**src/hw/rtl/srft_pkg.sv**
```systemverilog
package srft_pkg;

	localparam int MODULUS_BITS = 40;
	localparam int ADDR_W = 3;
	localparam logic [ADDR_W-1:0] REG_MODULUS = 3'd0;
	localparam logic [MODULUS_BITS-1:0] MODULUS_RESET = 40'd4;
	localparam int CNT_W = 32;

	typedef struct packed {
		logic busy;
		logic done;
	} stat_t;

	typedef struct packed {
		logic [31:0] gcd_count;
		logic [31:0] tried_count;
		logic [39:0] cofactor;
		logic [39:0] factor;
		logic        factor_found;
		logic [20:0] excess;
		logic [19:0] root;
		logic        square_residue;
	} result_t;

endpackage

```
**src/hw/rtl/srft_divider.sv**
```systemverilog
module srft_divider #(
	parameter int W = 64
) (
	input  logic         clk,
	input  logic         arst_n,
	input  logic         start,
	input  logic [W-1:0] dividend,
	input  logic [W-1:0] divisor,
	output srft_pkg::stat_t stat,
	output logic [W-1:0] quotient,
	output logic [W-1:0] remainder
);

	localparam int CW = $clog2(W + 1);

	logic [W-1:0]  quo_q;
	logic [W-1:0]  rem_q;
	logic [W-1:0]  den_q;
	logic [CW-1:0] cnt_q;
	logic          busy_q;
	logic          done_q;
	logic [W:0]    trial;

	assign trial = {rem_q, quo_q[W-1]} - {1'b0, den_q};

	always_ff @(posedge clk or negedge arst_n) begin
		if (!arst_n) begin
			busy_q <= 1'b0;
			done_q <= 1'b0;
			cnt_q  <= '0;
		end else begin
			done_q <= 1'b0;
			if (start) begin
				busy_q <= 1'b1;
				cnt_q  <= CW'(W);
			end else if (busy_q) begin
				cnt_q <= cnt_q - 1'b1;
				if (cnt_q == CW'(1)) begin
					busy_q <= 1'b0;
					done_q <= 1'b1;
				end
			end
		end
	end

	always_ff @(posedge clk) begin
		if (start) begin
			quo_q <= dividend;
			rem_q <= '0;
			den_q <= divisor;
		end else if (busy_q) begin
			if (!trial[W]) begin
				rem_q <= trial[W-1:0];
				quo_q <= {quo_q[W-2:0], 1'b1};
			end else begin
				rem_q <= {rem_q[W-2:0], quo_q[W-1]};
				quo_q <= {quo_q[W-2:0], 1'b0};
			end
		end
	end

	assign stat.busy = busy_q;
	assign stat.done = done_q;
	assign quotient  = quo_q;
	assign remainder = rem_q;

endmodule

```
**config.mk**
```make
export PLATFORM = sky130hd
export DESIGN_NAME = srft_divider
export DESIGN_NICKNAME = d
export VERILOG_FILES = /design/src/hw/rtl/srft_pkg.sv /design/src/hw/rtl/srft_divider.sv
export SDC_FILE = /design/constraint.sdc
export NUM_CORES = 1
export LEC_CHECK = 0
export ABC_AREA = 1
export ABC_CLOCK_PERIOD_IN_PS = 2900
export BUFFER_PORTS_ARGS = -buffer_cell sky130_fd_sc_hd__buf_2
export CORE_UTILIZATION = 55
export CTS_CLUSTER_SIZE = 10
export DETAILED_ROUTE_END_ITERATION = 8
export PLACE_DENSITY = 0.86
export SYNTH_ARGS = -nofsm -noshare
export SYNTH_HDL_FRONTEND = slang
export SYNTH_SLANG_ARGS = --single-unit
```
**constraint.sdc**
```tcl
create_clock -name clk -period 2.9 [get_ports clk]
set_clock_uncertainty 0.2 [all_clocks]
set_input_delay 0.145 -clock clk [delete_from_list [all_inputs] [get_ports clk]]
set_output_delay 0.145 -clock clk [all_outputs]
set_load 0.02 [all_outputs]
```
; ---- After elaboration in Yosys (flattened, before gate mapping)
; Index checks and enable logic that the tools add are counted.
[word_totals]
mem_bits_ro = 0
latch_bits = 0
ff_bits = 201
ramBits = 0
input_bits = 131
word_cells = 22
mem_count = 0
output_inout_bits = 130
[classes]
n_shift = 0
n_eq_ne = 1
magnitude_cmp = 0
add_sub_neg = 2
n_reduce_logical = 1
bitwise = 0
n_mux = 12
multipliers = 0
n_div = 0
[op_table]
columns = op, n
row1 = 64-bit two-way mux, 3
row2 = 65-bit by 64-bit subtractor with 65-bit output, 1
row3 = 7-bit two-way mux, 2
row4 = 7-bit by 1-bit == test with 1-bit output (second input constant), 1
row5 = 1-bit two-way mux, 7
row6 = 7-bit by 1-bit subtractor with 7-bit output (second input constant), 1
row7 = 2-bit nonzero test, 1

; ---- Depth between registers and ports, before layout
; Gate-level depths: netlist of the first run.
[depth]
ltp_word = 4
depth_mapped = 21
depth_no_buf = 19

; ---- Least setup slack after synthesis of the first run
; No wires, ideal clock.
[synth_path]
path_type = register to register
from = register quo_q[63] (netlist: quotient[63])
to = register quo_q[0] (netlist: quotient[0]) (data pin)
path_stages_with_launch = 20
path_slack_ns = 0.063
arrival_time_ns = 2.368
synth_period_minus_slack_ns = 2.837
path_cell_list = edfxtp_1 -> inv_1 -> ha_1 -> fa_1 -> inv_1 -> nand2_1 -> nand2_1 -> nand3_1 -> nand2_2 -> nand2_1 -> nand2_2 -> nand2_1 -> nand2_2 -> nand2_2 -> nand2_2 -> nand2_1 -> nand2_2 -> buf_12 -> buf_6 -> o21ai_0
[synth_between]
elab_chain_len = 4
[synth_lines]
columns = element, line_no
row1 = start: declaration, srft_divider.sv:16  ; logic [W-1:0] quo_q;
row2 = start signal: assignment, srft_divider.sv:48  ; quo_q <= dividend;
row3 = start signal: assignment, srft_divider.sv:54  ; quo_q <= {quo_q[W-2:0], 1'b1};
row4 = start signal: assignment, srft_divider.sv:57  ; quo_q <= {quo_q[W-2:0], 1'b0};
row5 = 65-bit by 64-bit subtractor with 65-bit output, srft_divider.sv:24  ; assign trial = {rem_q, quo_q[W-1]} - {1'b0, den_q};
row6 = 1-bit two-way mux, srft_divider.sv:52  ; if (!trial[W]) begin
row7 = 64-bit two-way mux, srft_divider.sv:51  ; end else if (busy_q) begin
row8 = 64-bit two-way mux, srft_divider.sv:47  ; if (start) begin
; No other way between the ends. The select of a mux whose other input is x is not followed.
; A chain may end at the register's enable or synchronous reset.

; ---- Worst setup path in the final report of the first run
[layout_path]
from = register den_q[53]
to = register rem_q[57] (netlist: remainder[57])
[layout_between]
elab_chain_len = 2
[layout_lines]
columns = element, line_no
row1 = start: declaration, srft_divider.sv:18  ; logic [W-1:0] den_q;
row2 = start signal: assignment, srft_divider.sv:50  ; den_q <= divisor;
row3 = 65-bit by 64-bit subtractor with 65-bit output, srft_divider.sv:24
row4 = 64-bit two-way mux, srft_divider.sv:52
row5 = end signal: assignment, srft_divider.sv:53  ; rem_q <= trial[W-1:0];
row6 = end signal: assignment, srft_divider.sv:56  ; rem_q <= {rem_q[W-2:0], quo_q[W-1]};
row7 = end: declaration, srft_divider.sv:17  ; logic [W-1:0] rem_q;
; No other way between the ends.

==> out/results.ini, run 1 <==
[run_status]
status=finished clean

[power]
p_switching_mw=2.14
pwr-share-clk_pct=37.6
ir_worst_vdd_mv=0.630
power.total_mw=7.50
power.internal_mw=5.35
p_per_area_nw_per_um2=401
swShare_pct=28.6
p_leak_nw=10.9
seq_power_share_pct=45.2
power_frac_comb_pct=17.2

[global_route]
grt_pass1_vias=15200
grt_first_pass_wirelength_um=78900
antenna_found_initial=0
gr-total-overflow=0
grt_max_degree=97
grt_use_total_pct=38.0

[sta]
finalSetupViolations=0
worst_pin_slew_ps=1150
worst_hold_slack_ps=118
finalHoldViolations=0
fmax_mhz=355
worst_slack_ps=79.3
maxSlewHeadroom_pct=23.4
post-route-period-util_pct=97.3
fin_crit_ps=2820
slew_viol_final=0

[cells_and_area]
antennaDiodeCount=0
synthToLayoutAreaGrowth_pct=27.9
fin_cells=3070
layout_commonest_cell=nand2_1
finalNetCount=2915
mostFrequentLayoutCells=nand2_1, inv_1, buf_2
final_layout_size_suffix_gt1_share_pct=15.6
fin_util_pct=71.7

[critical_path]
cp.required_ps=3140
crit_fanout=7
crit_type=reg2reg
start_kind=flop
r2r_cells=13
crit_path_end_kind=flop
r2r-end=remainder[57]
rrSetupSlack_ps=80
r2r_start=den_q[53]
cp.arrival_ps=3060

[floorplanning]
floorplan.initialDensity_pct=56.1
fp.coreArea_um2=26100
pin_count=261
placementRows=59
fp.dieH_um=165
die-area_um2=27200
die_x_um=165

[cts]
clk_latency_ps=540
numCtsBuffers=24
clock-sinks=201
clk_pin_slew_worst_paths_ps=60
clock-root-buffer=clkbuf_16
htreeDepth=1
cts_tree=yes
clk_path_buf_depth=3

[route]
drc=0
ant_nets=0
routedWlPerCell_um=17.3
vias=16000
drtIter0Drc=1625
drt_wl_total_um=53200
dr.pass1.iters=6
avgViaCountPerCell=5.21

[logic_synthesis]
ys_warn_count=0
syn_inst=2295
yosys.cell_types.count=36
synth_area_per_cell_um2=6.37
syn_area_um2=14600
yosysSeqAreaShare_pct=36.6
ys_seq_elements=201
synth_nets=2493

[hold_path]
worstHoldStart=divisor[15]
hold_path_end=den_q[15]
hp-class=in2reg
hold_path_depth=2

[place]
portBuffers=260
pre_cts_slack_ps=26.8
dpl.hpwl_um=37200
place.gp.congestion=1.00
place_inst=2888

[job]
max_cap_violations=0

-- power groups by stage --
stage / combinational [mW] / clock [mW] / sequential (mW)
final: 1.29 / 2.82 / 3.39
after floorplan: 0.536 / 0 / 3.53
after global placement: 1.04 / 0 / 3.42
after global routing: 1.39 / 2.94 / 3.40
after CTS: 1.21 / 2.78 / 3.37
after detailed placement: 1.07 / 0 / 3.42
-- per-layer routing --
layer  up-vias  part of all wire, %  GRT usage, %
met1      7191                   38          45.5
met3       190                  8.3          5.25
li1       7707                    -             -
met5         -                    0             0
met2       906                   48          65.6
met4         0                  5.7          20.4
-- repair_timing --
action | in CTS | in global routing
setup buffers | 0 | 3
setup endpoints to repair | 0 | 65
endpoints found under the hold margin | 142 | 0
hold buffers | 131 | 0
gates resized for setup | 0 | 26
-- cell families (layout without fill, tap and decap cells) --
family,Yosys count,in the layout,synth area share [%]
AOI/OAI and AO/OA,75,75,2.65
xor gates and xnor gates,31,31,1.86
adders and majority gates,67,67,5.79
buffers and inverters,545,985,14.9
DFF,201,201,36.6
and+or+nand+nor,1376,1376,38.3
-- flip-flops by register name, summed over array words and instances (netlist names) --
name and flops:
busy_q 1, remainder 64, done_q 1, cnt_q 7, quotient 64, den_q 64
-- final cells by class --
type	count	area, µm²
multi-input cells	1549	7200
flip-flops and latches	201	5350
well taps	335	419
repair buffers	440	3130
inverters	501	1880
clock buffers	42	688
fillers	2030	7360
clock inverters	2	21.3
-- stage by stage --
stage          setup TNS [ps]  instance area (µm²)
4_1_cts                     0                18500
3_5_place_dp                0                16500
3_3_place_gp                0                16500
5_1_grt                 -26.8                18700
6_report                    0                18700
2_1_floorplan               0                14600
-- cells in the mapped netlist (all sizes together) --
cell    count  share of area [%]
ha         66                5.7
buf        23                1.4
nand3     132                4.6
nand3b      7               0.36
a21oi      54                1.9
clkbuf     21               0.54
nand4       9               0.39
edfxtp    128                 26
nor4        3               0.23
and3        1              0.043
dfxtp      64                8.8
nor3       13               0.45
fa          1               0.14
o21bai      1              0.051
xor2        6               0.36
xnor2      25                1.5
inv       501                 13
o22ai       1              0.043
o21ai      19               0.65
nand2    1095                 29
dfrtp       9                1.5
and2        1              0.043
nor2      115                3.2
-- worst max-delay path, stage by stage (launching register included) --
cell and delay [ps]:
edfxtp_1 350, inv_1 50, ha_1 360, nand2_1 170
nor2_2 210, nand2_2 130, nor4_4 360, nand2_4 110
nand2_4 80, nand2_2 80, nand2_8 180, clkbuf_16 190
nor2_1 40, o21ai_0 210
-- worst max path at each step --
stage | slack, ps | from | to
detailed placement | 30 | quotient[63] | quotient[0]
finish | 80 | den_q[53] | remainder[57]
floorplan | 60 | quotient[63] | quotient[0]
global placement | 140 | quotient[63] | quotient[0]
CTS | 10 | quotient[63] | remainder[58]
global route | -9 | den_q[52] | remainder[32]
(Power assumes the default switching activity.)
==> run 2, diff against run 1 <==
--- a/config.mk
+++ b/config.mk
@@ -11,7 +11,7 @@
 export CORE_UTILIZATION = 55
 export CTS_CLUSTER_SIZE = 10
 export DETAILED_ROUTE_END_ITERATION = 8
-export PLACE_DENSITY = 0.86
+export PLACE_DENSITY = 0.77
 export SYNTH_ARGS = -nofsm -noshare
 export SYNTH_HDL_FRONTEND = slang
 export SYNTH_SLANG_ARGS = --single-unit
==> run 2 against run 1 <==
  * Routed wire length rose by 0.76%
  * Count of clock-buffer cells in the layout fell by 1
  * First-iteration DRC count fell by 4.4%
  * Combinational power barely moved
  * Critical endpoint is now remainder[58]
  * Largest power group unchanged
==> out/results.ini, run 2 (synthesis results as in run 1) <==
[power]
swShare_pct=29.1
power.total_mw=7.52
seq_power_share_pct=45.2
power_frac_comb_pct=17.0
ir_worst_vdd_mv=0.569
p_per_area_nw_per_um2=399
pwr-share-clk_pct=37.8
p_leak_nw=10.9
power.internal_mw=5.33
p_switching_mw=2.19

[route]
vias=16000
avgViaCountPerCell=5.19
drc=0
drtIter0Drc=1554
ant_nets=0
dr.pass1.iters=6
routedWlPerCell_um=17.4
drt_wl_total_um=53600

[sta]
slew_viol_final=0
fin_crit_ps=2820
rsz0062_at_grt=yes
fmax_mhz=355
finalHoldViolations=0
post-route-period-util_pct=97.2
maxSlewHeadroom_pct=46.5
worst_hold_slack_ps=95.4
worst_pin_slew_ps=802
finalSetupViolations=0

[critical_path]
crit_chain=inv_1 -> ha_1 -> nand2_1 -> nor2_1 -> nand2_1 -> inv_1 -> a21oi_1 -> nand2_1 -> nand2_1 -> nand3_1 -> nand2_1 -> nor2_1 -> o21ai_0
crit_path_end_kind=flop
crit_end=remainder[58]
crit_start=den_q[24]
crit_fanout=4
rrSetupSlack_ps=80
max_stage_delay_ps=340
cpMaxStageDelayCell=ha_1
critical_path.top_delay_family=simple AND/OR/NAND/NOR gates
worst-path-stages=13
start_kind=flop
r2r-end=remainder[58]
r2r_cells=13
worst-path-buf-inv=2
r2r_start=den_q[24]
crit_type=reg2reg
cp.arrival_ps=3060
cp.required_ps=3140
crit_top_cell=nand2_1

[cts]
numCtsBuffers=24
clk_pin_slew_worst_paths_ps=60
cts_tree=yes
htreeDepth=1
clk_path_buf_depth=3
clock-root-buffer=clkbuf_16
clk_latency_ps=560
clock-sinks=201

[job]
max_cap_violations=0

[cells_and_area]
final_layout_size_suffix_gt1_share_pct=16.0
finalNetCount=2917
layout_commonest_cell=nand2_1
synthToLayoutAreaGrowth_pct=29.1
mostFrequentLayoutCells=nand2_1, inv_1, buf_2
fin_cells=3073

[global_route]
grt_first_pass_wirelength_um=78200
grt_use_total_pct=37.4
gr-total-overflow=0
antenna_found_initial=1
grt_pass1_vias=15000
grt_max_degree=92

[floorplanning]
floorplan.initialDensity_pct=56.1
die_x_um=165
pin_count=261
die-area_um2=27200
placementRows=59
fp.coreArea_um2=26100
fp.dieH_um=165

[hold_path]
hp-class=in2reg

[place]
place.gp.congestion=1.04
place_inst=2885
portBuffers=260
dpl.hpwl_um=36400

[run_status]
status=finished clean

run 2: cell types whose count changed in the layout (fill, tap and decap cells not counted), moves of 4 or more:
cell     delta
nand2_2     +9
ha_1        -4
nand2_1     -9
buf_4       -4
ha_2        +4
nor2_2      -5
nor2_4      +5
run 2: what timing repair did:
action / in CTS / in global routing
hold endpoints to repair: 141 / 0
resized for setup: 0 / 44
setup endpoints to repair: 0 / 64
hold buffers: 131 / 0
buffers inserted: 0 / 5
run 2: power by group through the flow:
| stage | combinational, mW | clock (mW) | sequential (mW) |
|---|---|---|---|
| after floorplan | 0.536 | 0 | 3.53 |
| after global placement | 1.03 | 0 | 3.42 |
| after detailed placement | 1.05 | 0 | 3.42 |
| after CTS | 1.19 | 2.80 | 3.37 |
| after global routing | 1.38 | 2.95 | 3.41 |
| final | 1.28 | 2.84 | 3.40 |
run 2: how the worst min path moves through the flow:
stage | start | endpoint | slack, ps | cells past startpoint
floorplan | arst_n | busy_q | -350 | 0
global placement | arst_n | cnt_q[6] | -200 | 1
detailed placement | arst_n | busy_q | -200 | 1
CTS | divisor[14] | den_q[14] | 90 | 2
global route | divisor[11] | den_q[11] | 90 | 2
finish | divisor[18] | den_q[18] | 100 | 2
run 2: metal layers:
metal  part of all wire [%]  up-vias  global-route usage, %
met1                     40     7169                   46.8
met4                    5.3        0                   18.2
met2                     46      891                   62.9
li1                       -     7704                      -
met5                      0        -                      0
met3                    8.6      193                   5.60
run 2: cell type report:
type	count	area, µm²
Antenna cell	1	2.50
Clock buffer	41	674
Clock inverter	3	38.8
Fill cell	2065	7190
Inverter	501	1880
Multi-Input combinational cell	1549	7260
Sequential cell	201	5350
Tap cell	335	419
Timing Repair Buffer	442	3240
run 2: stage by stage:
stage          utilization (%)  worst slack (ps)  instance area, µm²  TNS, ps
2_1_floorplan                -              63.0               14600        0
3_3_place_gp              63.1               140               16500        0
3_5_place_dp              63.1              37.5               16500        0
4_1_cts                   70.9              17.8               18500        0
5_1_grt                   72.4             -24.9               18900    -46.6
6_report                  72.4              80.7               18900        0
run 2: worst register-to-register path, cell delays in order, from the launching register on:
cell      delay [ps]
edfxtp_1         330
inv_1             50
ha_1             340
nand2_1          150
nor2_1           280
nand2_1          120
inv_1            190
a21oi_1           90
nand2_1          270
nand2_1          220
nand3_1          130
nand2_1          120
nor2_1           130
o21ai_0           90
